==> src/rtl/core/pw565_pkg.sv <==
// ============================================================================
// pw565_pkg
// Shared types, codes and pixel conversion functions for the RGB565 packer.
// ============================================================================
package pw565_pkg;

    // Pixel format codes held in the format register
    localparam logic [2:0] FMT_PASS   = 3'd0;
    localparam logic [2:0] FMT_SWAP16 = 3'd1;
    localparam logic [2:0] FMT_RGB332 = 3'd2;
    localparam logic [2:0] FMT_GRAY8  = 3'd3;
    localparam logic [2:0] FMT_GRAY4  = 3'd4;
    localparam logic [2:0] FMT_CLUT   = 3'd5;

    // Configuration register indexes
    localparam logic [2:0] REG_FORMAT = 3'd0;
    localparam logic [2:0] REG_PAL_0  = 3'd1;
    localparam logic [2:0] REG_PAL_1  = 3'd2;
    localparam logic [2:0] REG_PAL_2  = 3'd3;
    localparam logic [2:0] REG_PAL_3  = 3'd4;

    // Stream word layout
    localparam int unsigned TDATA_W   = 40;
    localparam int unsigned WORD_W    = 32;
    localparam int unsigned COUNT_W   = 3;
    localparam logic [2:0]  MAX_BYTES = 3'd4;

    typedef logic [15:0] t_pixel;

    // RGB332 byte to RGB565 by bit replication
    function automatic t_pixel rgb332_to_565(input logic [7:0] v);
        logic [4:0] r5;
        logic [5:0] g6;
        logic [4:0] b5;
        r5 = {v[7:5], v[7:6]};
        g6 = {v[4:2], v[4:2]};
        b5 = {v[1:0], v[1:0], v[1]};
        return {r5, g6, b5};
    endfunction

    // 8-bit gray to RGB565
    function automatic t_pixel gray8_to_565(input logic [7:0] v);
        return {v[7:3], v[7:2], v[7:3]};
    endfunction

    // 4-bit gray to RGB565
    function automatic t_pixel gray4_to_565(input logic [3:0] nib);
        logic [5:0] g6;
        g6 = {nib, nib[3:2]};
        return {g6[5:1], g6, g6[5:1]};
    endfunction

endpackage

==> src/rtl/core/pixel_to_rgb565_word_packer_top.sv <==
// ============================================================================
// pixel_to_rgb565_word_packer_top
// Converts source words to RGB565 display words, one result word a cycle while the output is not stalled.
// ============================================================================
// Usage:
//   Slave stream: tdata[31:0] source word (first byte in 7:0), tdata[34:32]
//   count of valid bytes. A word with count zero is consumed and makes no
//   output; counts above four act as four.
//   Master stream: tdata[31:0] packed word, tdata[34:32] bytes to send,
//   tlast marks the last output word of an input word.
//   Config channel: index 0 format, 1..4 colour table quarters. Write only
//   while the block is idle; cfg ready is always high.
// Timing:
//   An input word sits in the input register and produces one output word
//   per cycle into the output register while the output is not stalled:
//   one word in pass/swap16 mode, up to two in rgb332/gray8 and up to four
//   in gray4/colour table mode. The input register is the limit: the next
//   word is taken in the cycle its last output word moves to the output register.
//   A stalled output holds its word; the input stalls once both registers
//   are full. Reset empties both registers and clears all config registers.
// ============================================================================
module pixel_to_rgb565_word_packer_top (
    input  logic        i_clk,
    input  logic        i_rst_n,
    // input stream
    input  logic        i_s_axis_tvalid,
    output logic        o_s_axis_tready,
    input  logic [39:0] i_s_axis_tdata,   // [31:0] source_word, [34:32] valid_bytes
    // output stream
    output logic        o_m_axis_tvalid,
    input  logic        i_m_axis_tready,
    output logic [39:0] o_m_axis_tdata,   // [31:0] packed_word, [34:32] send_bytes
    output logic        o_m_axis_tlast,   // run_end
    // config write channel
    input  logic        i_cfg_valid,
    output logic        o_cfg_ready,
    input  logic [2:0]  i_cfg_index,
    input  logic [63:0] i_cfg_data
);

    // config registers
    logic [2:0]  r_format;
    logic [63:0] r_pal [4];

    // input register
    logic        r_in_valid;
    logic [31:0] r_word;
    logic [2:0]  r_nbytes;
    logic [1:0]  r_idx;
    logic [1:0]  r_last_idx;

    // output register
    logic        r_out_valid;
    logic [31:0] r_out_word;
    logic [2:0]  r_out_send;
    logic        r_out_last;

    logic        advance;
    logic        is_last;
    logic        load;
    logic [2:0]  in_count;
    logic [2:0]  in_nbytes;
    logic [2:0]  in_last_idx;
    logic [31:0] n_out_word;
    logic [2:0]  n_out_send;

    assign o_cfg_ready = 1'b1;

    // config writes
    always_ff @(posedge i_clk) begin
        if (!i_rst_n) begin
            r_format <= pw565_pkg::FMT_PASS;
            r_pal[0] <= '0;
            r_pal[1] <= '0;
            r_pal[2] <= '0;
            r_pal[3] <= '0;
        end else if (i_cfg_valid) begin
            unique case (i_cfg_index)
                pw565_pkg::REG_FORMAT: r_format <= i_cfg_data[2:0];
                pw565_pkg::REG_PAL_0:  r_pal[0] <= i_cfg_data;
                pw565_pkg::REG_PAL_1:  r_pal[1] <= i_cfg_data;
                pw565_pkg::REG_PAL_2:  r_pal[2] <= i_cfg_data;
                pw565_pkg::REG_PAL_3:  r_pal[3] <= i_cfg_data;
                default: ;
            endcase
        end
    end

    // handshake control
    assign advance         = r_in_valid && (!r_out_valid || i_m_axis_tready);
    assign is_last         = (r_idx == r_last_idx);
    assign o_s_axis_tready = !r_in_valid || (advance && is_last);
    assign in_count        = i_s_axis_tdata[34:32];
    assign load            = i_s_axis_tvalid && o_s_axis_tready && (in_count != 3'd0);

    // clamp count and work out how many output words the item makes
    always_comb begin
        in_nbytes = (in_count > pw565_pkg::MAX_BYTES) ? pw565_pkg::MAX_BYTES : in_count;
        unique case (r_format)
            pw565_pkg::FMT_RGB332,
            pw565_pkg::FMT_GRAY8: in_last_idx = (in_nbytes - 3'd1) >> 1;
            pw565_pkg::FMT_GRAY4,
            pw565_pkg::FMT_CLUT:  in_last_idx = in_nbytes - 3'd1;
            default:              in_last_idx = 3'd0;
        endcase
    end

    // input register
    always_ff @(posedge i_clk) begin
        if (!i_rst_n) begin
            r_in_valid <= 1'b0;
            r_idx      <= 2'd0;
        end else if (load) begin
            r_in_valid <= 1'b1;
            r_idx      <= 2'd0;
        end else if (advance) begin
            if (is_last) begin
                r_in_valid <= 1'b0;
            end
            r_idx <= r_idx + 2'd1;
        end
    end

    always_ff @(posedge i_clk) begin
        if (load) begin
            r_word     <= i_s_axis_tdata[31:0];
            r_nbytes   <= in_nbytes;
            r_last_idx <= in_last_idx[1:0];
        end
    end

    // result word for the current index
    logic [7:0]  pair_a;
    logic [7:0]  pair_b;
    logic        pair_half;
    logic [7:0]  nib_byte;
    logic [1:0]  pair_sel;
    logic [15:0] pix_a;
    logic [15:0] pix_b;

    always_comb begin
        pair_sel  = {r_idx[0], 1'b0};
        pair_a    = r_word[8*pair_sel +: 8];
        pair_b    = r_word[8*(pair_sel + 2'd1) +: 8];
        pair_half = ({1'b0, r_idx[0], 1'b1} >= r_nbytes);
        nib_byte  = r_word[8*r_idx +: 8];
        pix_a     = '0;
        pix_b     = '0;
        unique case (r_format)
            pw565_pkg::FMT_SWAP16: begin
                n_out_word = {r_word[15:0], r_word[31:16]};
                n_out_send = r_nbytes;
            end
            pw565_pkg::FMT_RGB332,
            pw565_pkg::FMT_GRAY8: begin
                if (r_format == pw565_pkg::FMT_RGB332) begin
                    pix_a = pw565_pkg::rgb332_to_565(pair_a);
                    pix_b = pw565_pkg::rgb332_to_565(pair_b);
                end else begin
                    pix_a = pw565_pkg::gray8_to_565(pair_a);
                    pix_b = pw565_pkg::gray8_to_565(pair_b);
                end
                // odd last byte fills only the upper half
                n_out_word = pair_half ? {pix_a, 16'h0000} : {pix_a, pix_b};
                n_out_send = pair_half ? 3'd2 : 3'd4;
            end
            pw565_pkg::FMT_GRAY4,
            pw565_pkg::FMT_CLUT: begin
                if (r_format == pw565_pkg::FMT_GRAY4) begin
                    pix_a = pw565_pkg::gray4_to_565(nib_byte[7:4]);
                    pix_b = pw565_pkg::gray4_to_565(nib_byte[3:0]);
                end else begin
                    pix_a = r_pal[nib_byte[7:6]][16*nib_byte[5:4] +: 16];
                    pix_b = r_pal[nib_byte[3:2]][16*nib_byte[1:0] +: 16];
                end
                n_out_word = {pix_a, pix_b};
                n_out_send = 3'd4;
            end
            default: begin
                // pass mode and unused codes
                n_out_word = r_word;
                n_out_send = r_nbytes;
            end
        endcase
    end

    // output register
    always_ff @(posedge i_clk) begin
        if (!i_rst_n) begin
            r_out_valid <= 1'b0;
        end else if (advance) begin
            r_out_valid <= 1'b1;
        end else if (i_m_axis_tready) begin
            r_out_valid <= 1'b0;
        end
    end

    always_ff @(posedge i_clk) begin
        if (advance) begin
            r_out_word <= n_out_word;
            r_out_send <= n_out_send;
            r_out_last <= is_last;
        end
    end

    assign o_m_axis_tvalid = r_out_valid;
    assign o_m_axis_tdata  = {5'b00000, r_out_send, r_out_word};
    assign o_m_axis_tlast  = r_out_last;

endmodule

==> config.mk <==
export PLATFORM = sky130hd
export DESIGN_NAME = pixel_to_rgb565_word_packer_top
export DESIGN_NICKNAME = d
export VERILOG_FILES = /design/src/rtl/core/pw565_pkg.sv /design/src/rtl/core/pixel_to_rgb565_word_packer_top.sv
export SDC_FILE = /design/constraint.sdc
export NUM_CORES = 1
export LEC_CHECK = 0
export CAP_MARGIN = 20
export CORE_UTILIZATION = 47
export DETAILED_ROUTE_END_ITERATION = 8
export DONT_BUFFER_PORTS = 1
export SYNTH_ARGS = -nofsm -noshare
export SYNTH_HDL_FRONTEND = slang
export SYNTH_SLANG_ARGS = --single-unit
==> constraint.sdc <==
create_clock -name i_clk -period 17.95 [get_ports i_clk]
set_input_delay 0.8975 -clock i_clk [delete_from_list [all_inputs] [get_ports i_clk]]
set_output_delay 0.8975 -clock i_clk [all_outputs]
set_load 0.005 [all_outputs]
==> After elaboration in Yosys (flattened, before gate mapping) <==
Memory sizes are Yosys's and may differ from the RTL's.
Index checks and enable logic that the tools add are counted.
{ "classes": {"addsub": 3, "order_cmp": 2, "n_eq_ne": 10, "shift": 5, "n_mux": 36, "bitwise": 5, "reduce_logical": 18} }
{ "ops": {"columns": ["op", "count"], "rows": [
  ["64-bit 2-to-1 mux", 4],
  ["64-bit by 7-bit variable part select with 16-bit output", 2],
  ["32-bit case mux with 3 select lines", 1],
  ["32-bit by 6-bit variable part select with 8-bit output", 2],
  ["16-bit 2-to-1 mux", 3],
  ["32-bit by 7-bit variable part select with 8-bit output", 1],
  ["13-bit 2-to-1 mux", 2],
  ["1-bit 2-to-1 mux", 22],
  ["3-bit by 2-bit == test with 1-bit output (second input constant)", 4],
  ["3-bit == test (second input constant)", 3],
  ["3-bit by 1-bit == test with 1-bit output (second input constant)", 2],
  ["3-bit 2-to-1 mux", 2],
  ["3-bit case mux with 2 select lines", 1],
  ["2-bit nonzero test", 3],
  ["2-bit OR reduction", 3],
  ["1-bit logical AND", 4],
  ["1-bit bitwise OR", 4],
  ["2-bit case mux with 2 select lines", 1],
  ["2-bit AND reduction", 2],
  ["2-bit by 1-bit adder with 3-bit output (second input constant)", 1],
  ["2-bit by 3-bit greater-or-equal comparator with 1-bit output", 1],
  ["3-bit > comparator (second input constant)", 1],
  ["3-bit zero test", 1],
  ["3-bit nonzero test", 1],
  ["6 further kinds", 8]
]} }
{ "word_totals": {"ff_bits": 80, "ram_bits": 256, "input_bits": 112, "output_inout_bits": 44, "elab_cells": 90, "mem_count": 1} }
{ "mem_list": {"columns": ["memory", "words", "word_bits", "read_ports", "rd_clocked_by_memory_dff", "write_ports", "line_no", "rtl"], "rows": [
  ["r_pal", 4, 64, 2, 0, 4, "pixel_to_rgb565_word_packer_top.sv:43", "logic [63:0] r_pal [4];"]
]} }

==> Depth between registers and ports, before layout <==
Gate-level depths: netlist of the first run.
{ "depth": {"depth_word": 9, "ltp_mapped": 10, "depth_no_buf": 8} }

==> Least setup slack after synthesis of the first run <==
OpenSTA, ideal clock, no wires.
{ "synth_path": {"path_type": "input-to-reg", "start": "input i_cfg_valid", "end": "memory r_pal[1][0], enable pin", "setup_ps": 582, "t_arrival_ps": 5722, "t_required_ps": 17368, "path_slack_ps": 11647, "cell_stages": 2, "path_buffers": 0, "cell_sequence": "nand2_1 o31ai_1"} }
{ "synth_rtl": {"columns": ["item", "line_no", "rtl"], "rows": [
  ["start: declaration", "pixel_to_rgb565_word_packer_top.sv:35", "input logic i_cfg_valid,"],
  ["end: declaration", "pixel_to_rgb565_word_packer_top.sv:43", null]
]} }

==> Worst setup path in the final report of the first run <==
{ "layout_path": {"start": "register r_idx[0]", "end": "register r_out_word[27], data pin"} }
{ "layout_between": {"elab_chain_len": 5, "elab_cells_between_ends": 7, "classes_between": "shift: 3; mux: 3; memory: 1"} }
{ "layout_lines": {"columns": ["item", "line_no", "rtl"], "rows": [
  ["start: declaration", "pixel_to_rgb565_word_packer_top.sv:49", "logic [1:0] r_idx;"],
  ["start signal: assignment", "pixel_to_rgb565_word_packer_top.sv:120", "r_idx <= r_idx + 2'd1;"],
  ["32-bit by 6-bit variable part select with 8-bit output", "pixel_to_rgb565_word_packer_top.sv:146", "nib_byte = r_word[8*r_idx +: 8];"],
  ["memory 4 x 64 bit", null, null],
  ["64-bit by 7-bit variable part select with 16-bit output", "pixel_to_rgb565_word_packer_top.sv:173", "pix_a = r_pal[nib_byte[7:6]][16*nib_byte[5:4] +: 16];"],
  ["16-bit 2-to-1 mux", "pixel_to_rgb565_word_packer_top.sv:169", "if (r_format == pw565_pkg::FMT_GRAY4) begin"],
  ["32-bit case mux with 3 select lines *", "pixel_to_rgb565_word_packer_top.sv:149", "unique case (r_format)"],
  ["named net n_out_word[27]", "pixel_to_rgb565_word_packer_top.sv:64", "logic [31:0] n_out_word;"],
  ["end signal: assignment", "pixel_to_rgb565_word_packer_top.sv:200", "r_out_word <= n_out_word;"],
  ["end: declaration", "pixel_to_rgb565_word_packer_top.sv:54", "logic [31:0] r_out_word;"]
]} }
The timed path passes the listed nets; every way through them passes the cells marked *.
A chain may end at the register's enable or synchronous reset.

==> metrics, run 1 <==
setup bufs post-CTS 0; core area approximately 38,000 µm²; FF+latch count, synth 336; Final TNS setup 0 ns; Psw approximately 0.54 mW; pwr/cell area 102 nW/µm²; Finished Cell Area about 20,000 µm²; post-synthesis cell count between 1,000 and 1,500; CP Class flop to flop; routed wire length 56,900 µm; most frequent cells in the layout edfxtp_1, and2_1, mux2i_1; Top FF cell, synth edfxtp_1; fraction of registers with async set/reset 0%; Avg Inst Size Synth around 12 µm²; most common cell after layout, fill and taps aside edfxtp_1; Placer Congestion 0.950; num ports 156; full die area between 30,000 and 40,000 µm²; CTS tree done; CP Max Fanout 50; Residual DRC 0; diode count 0; register area share after synthesis 54.9%; fmax about 0.22 GHz; area grow syn2layout 9.21%; die width between 150 and 200 µm; largest net degree at the start of global routing 65; hpwl dp approximately 37,000 µm; final core area utilization between 50% and 60%; Final Slew Violations 0; initial core utilization between 40% and 50%; maximum vdd drop between 0.06 and 0.07 mV; CTS Buf Count 39; Power, Total 2.04 mW; initial antenna violation count 0; Switching Share a little over a quarter; Place WS between 10 and 15 ns; HP Class input pin to flop; Clk Tree Root Cell clkbuf_16; Synth area leader edfxtp_1; cts hold-fix bufs 0; vias per cell a little over 6; port bufs 0; RSZ-0062 raised after global routing no; antenna viol nets, final 0; Final Cycle Share 25.6%; H-tree depth 2; via count 12,200; clock skew slightly above 0.03 ns; worst rel slew slack roughly a quarter; Netlist cell types slightly below 60; CP Capture Type flop; outcome finished clean; Total GRT Usage roughly 29%; sequential share of power between 40% and 50%; Yosys warnings 0; worst setup slack after layout 13.35 ns; Synth area leaders edfxtp_1, and2_1, mux2i_1; wire per inst just under 30 µm; Cell Rows between 70 and 80; # clock sinks 336; initial drt markers ~1,200; CTS clk-pin slew, worst paths roughly 0.060 ns; CP Launch Type flop; total congestion overflow 0; final net count 1,545; r2r worst-path depth 8; Die Y around 200 µm; vias in the first global route 11,900; Logic pwr share approximately 15%; EDFF count, synth 329; DP Area ~19,000 µm²; WHS Path Cells 0; final hold viol count 0; Clock Path Buffers 3; proportion of layout cells with a drive suffix above 1 12.0%; cell-internal power ~1.5 mW; clock network power share 38.4%; Gates resized, CTS repair 0; First-pass DRT Iterations 5; final number of setup-violating endpoints 0; Worst Tran Pin Value roughly 1.1 ns; Final min period between 4 and 5 ns; first-pass GRT wire length roughly 82,000 µm; synthesized cell area roughly 18,000 µm²; CP arrival 4.85 ns; Max Cap Violations 0; area share of the largest cell type after synthesis 54.1%; worst-skew pair later-pin latency about 0.56 ns; Leak Pwr between 6 and 7 nW; CP required roughly 18 ns
-- stage by stage --
step | hold slack (ns) | std cells
final | 0.437 | 1967
after global routing | 0.422 | 1967
after CTS | 0.418 | 1967
after detailed placement | 0.497 | 1899
after global placement | 0.480 | 1899
after floorplan | 0.455 | 1469
-- cell usage after synthesis, types with 13 or more instances --
library cell and number:
nand2_1 120, clkbuf_1 60, and2_1 265, o22ai_1 19, nor2b_1 33, buf_2 30
o21ai_0 38, a22oi_1 16, a31oi_1 16, mux4_2 53, buf_4 13, edfxtp_1 329
a211oi_1 40, mux2_2 23, nor2_1 35, mux2i_1 152, a21oi_1 57, o211ai_1 19
-- worst max-delay path, stage by stage, from the launching register on --
cell      delay, ns
dfxtp_1        0.54
buf_4          0.43
mux4_4         0.65
buf_4          0.66
buf_4          0.50
mux2i_1        0.28
o22ai_1        0.11
o311ai_0       0.93
nand2_1        0.13
-- final timing paths --
check	slack, ns	startpoint	end
setup / recovery	13.35	r_idx[0]	r_out_word[27]
hold reg to reg	0.51	r_in_valid	o_m_axis_tvalid
hold / removal	0.44	i_s_axis_tdata[14]	r_word[14]
setup reg to reg	13.35	r_idx[0]	r_out_word[27]
-- sequential cells by signal, summed over array words and instances, names as in the netlist --
register and cells:
r_in_valid 1, r_idx 2, r_out_send 3, r_last_idx 2
r_out_word 32, r_pal 256, o_m_axis_tlast 1, r_nbytes 3
o_m_axis_tvalid 1, r_format 3, r_word 32
-- power by group through the flow --
stage / registers, mW / logic [mW] / clock network [mW]
6_report: 0.955 / 0.301 / 0.782
5_1_grt: 0.961 / 0.317 / 0.821
4_1_cts: 0.954 / 0.298 / 0.792
3_5_place_dp: 0.970 / 0.297 / 0
3_3_place_gp: 0.969 / 0.295 / 0
2_1_floorplan: 0.959 / 0.203 / 0
-- cells by family after synthesis --
logic type	count (synthesis)	share of synthesized area, %
flops	336	54.9
fa+ha+maj	4	0.274
buf+inv	118	3.02
xor+xnor	5	0.240
mux	229	16.4
simple gates	494	14.8
compound gates	277	10.3
other cells	2	0.0411
-- per-layer routing --
metal  track usage [%]  wire length, µm  share of wire, %
met5                 0                0                 0
met4              11.7             2240               3.9
met3              7.66             5430               9.6
met2              44.4            25500                45
met1              39.3            23700                42
-- layout make-up --
cell class	instances	area [µm²]
Inverter	8	30.0
Sequential cell	336	10000
Multi-Input combinational cell	1015	7790
Tap cell	511	639
Timing Repair Buffer	29	218
Clock buffer	48	1030
Fill cell	3227	18000
Clock inverter	20	211
Note: power is estimated with default switching activity, not from simulation.
==> run 2, diff against run 1 <==
==> constraint.sdc (replaced) <==
create_clock -name i_clk -period 4 [get_ports i_clk]
set_input_delay 0.2 -clock i_clk [delete_from_list [all_inputs] [get_ports i_clk]]
set_output_delay 0.2 -clock i_clk [all_outputs]
set_load 0.005 [all_outputs]
==> metrics, run 2 (same netlist as run 1, synthesis figures left out) <==
outcome finished clean; sequential share of power a little under half; num ports 156; vias in the first global route between 10,000 and 15,000; via count 13,000; Reg2Reg Capture Point r_out_word[21]; most common cell after layout, fill and taps aside edfxtp_1; proportion of layout cells with a drive suffix above 1 a little over an eighth; WHS Path Cells 1; CP Class flop to flop; worst rel slew slack 26.6%; port bufs 0; clock skew between 0.015 and 0.02 ns; Placer Congestion between 0.9 and 1; Final min period around 3.3 ns; Hold Path Origin i_rst_n; CP Capture Type flop; Total GRT Usage between 20 and 30%; CP Max Fanout 30; H-tree depth 2; HP Class input pin to flop; CTS Buf Count 39; wire per inst 27.2 µm; Worst path slowest cell mux4_4; initial drt markers ~1,300; routed wire length around 57,000 µm; Cell Rows slightly above 70; die width around 200 µm; most frequent cells in the layout edfxtp_1, and2_1, mux2i_1; Worst Tran Pin Value approximately 1.1 ns; first-pass GRT wire length ~84,000 µm; Regs by FF count r_pal x256, r_out_word x32, r_word x32; fmax approximately 0.30 GHz; pwr/cell area roughly 430 nW/µm²; r2r setup slk roughly 0.66 ns; Switching Share between 20% and 30%; setup bufs post-CTS 0; initial antenna violation count 6; Power, Total around 9.2 mW; most flop-heavy register r_pal; Die Y 199 µm; CP Launch Type flop; full die area about 40,000 µm²; delay-heaviest family, CP multiplexers; Max stage delay on crit path 1.01 ns; # clock sinks 336; Gates resized, CTS repair 0; Clock Path Buffers 3; First-pass DRT Iterations 5; final hold viol count 0; total congestion overflow 0; RSZ-0062 raised after global routing no; CTS tree done; core area 37,900 µm²; vias per cell about 6; Max Cap Violations 0; CP arrival 3.77 ns; Logic pwr share 16.5%; final net count 1,688; CTS clk-pin slew, worst paths roughly 0.060 ns; Final TNS setup 0 ns; Hold Path End r_pal[1][25]; Leak Pwr 7.60 nW; initial core utilization 48.1%; r2r worst-path depth 8; max reg flops ~260; cell-internal power 6.73 mW; Final Slew Violations 0; Psw around 2.5 mW; CP cell instances buf_4 -> mux4_4 -> buf_4 -> mux2i_1 -> mux2i_1 -> o22ai_1 -> o31ai_1 -> o21a_1; worst-skew pair later-pin latency 0.57 ns; Buf/Inv on CP 2; clock network power share around 37%; largest net degree at the start of global routing 65; Clk Tree Root Cell clkbuf_16; maximum vdd drop just under 0.3 mV; Final Cycle Share roughly 84%; antenna viol nets, final 0; area grow syn2layout 16.8%; final number of setup-violating endpoints 0; Residual DRC 0; hpwl dp 39,700 µm; reg-to-reg startpoint r_idx[0]; CP required 4.43 ns
-- run 2: power by group through the flow --
stage	combinational [mW]	sequential, mW	clock, mW
floorplan	0.912	4.30	0
global placement	1.37	4.34	0
detailed placement	1.38	4.35	0
CTS	1.50	4.28	3.49
global route	1.60	4.30	3.62
finish	1.52	4.28	3.44
-- run 2: final cells by class --
type	instances	area (µm²)
sequential	336	10000
clock buffer	46	1040
multi-input combinational	1015	7790
timing repair buffer	172	1620
fill	3172	16600
inverter	8	30.0
antenna	3	7.51
tap	511	639
clock inverter	24	181
-- run 2: metal layers --
metal  vias to the layer above  share of wire [%]  global-route usage (%)
met5                         -              0.040                       0
met4                         4                3.8                    11.6
met3                       114                9.5                    7.59
met2                       619                 45                    45.6
met1                      6477                 42                    39.3
li1                       5753                  -                       -
-- run 2: timing repair --
item | CTS | global route
hold buffers | 106 | 0
hold endpoints to repair | 312 | 0
setup endpoints to repair | 0 | 0
-- run 2: worst register-to-register path: cells and delay by family, from the launching register on --
kind	cells	cell delay, ns
buffers and inverters	2	0.69
DFF	1	0.30
AOI/OAI and AO/OA	3	0.90
muxes	3	1.33
-- run 2: per-stage QoR --
| step | instances | setup WS (ns) | hold slack (ns) | instance area, µm² | util [%] |
|---|---|---|---|---|---|
| 2_1_floorplan | 1469 | 0.284 | 0.299 | 18300 | - |
| 3_3_place_gp | 1936 | 0.757 | 0.299 | 19000 | 50.2 |
| 3_5_place_dp | 1936 | 0.751 | 0.299 | 19000 | 50.2 |
| 4_1_cts | 2112 | 0.731 | 0.0109 | 21300 | 56.2 |
| 5_1_grt | 2113 | 0.550 | 0.0134 | 21300 | 56.2 |
| 6_report | 2115 | 0.659 | 0.0242 | 21300 | 56.2 |
-- run 2: how the worst max path moves through the flow --
stage          depth (start not counted)      startpoint              to
4_1_cts                                8        r_idx[0]  r_out_word[21]
5_1_grt                                8        r_idx[0]  r_out_word[21]
3_5_place_dp                           8        r_idx[0]  r_out_word[21]
6_report                               8        r_idx[0]  r_out_word[21]
3_3_place_gp                           7        r_idx[0]  r_out_word[11]
2_1_floorplan                          2  i_cfg_index[1]     r_pal[0][0]
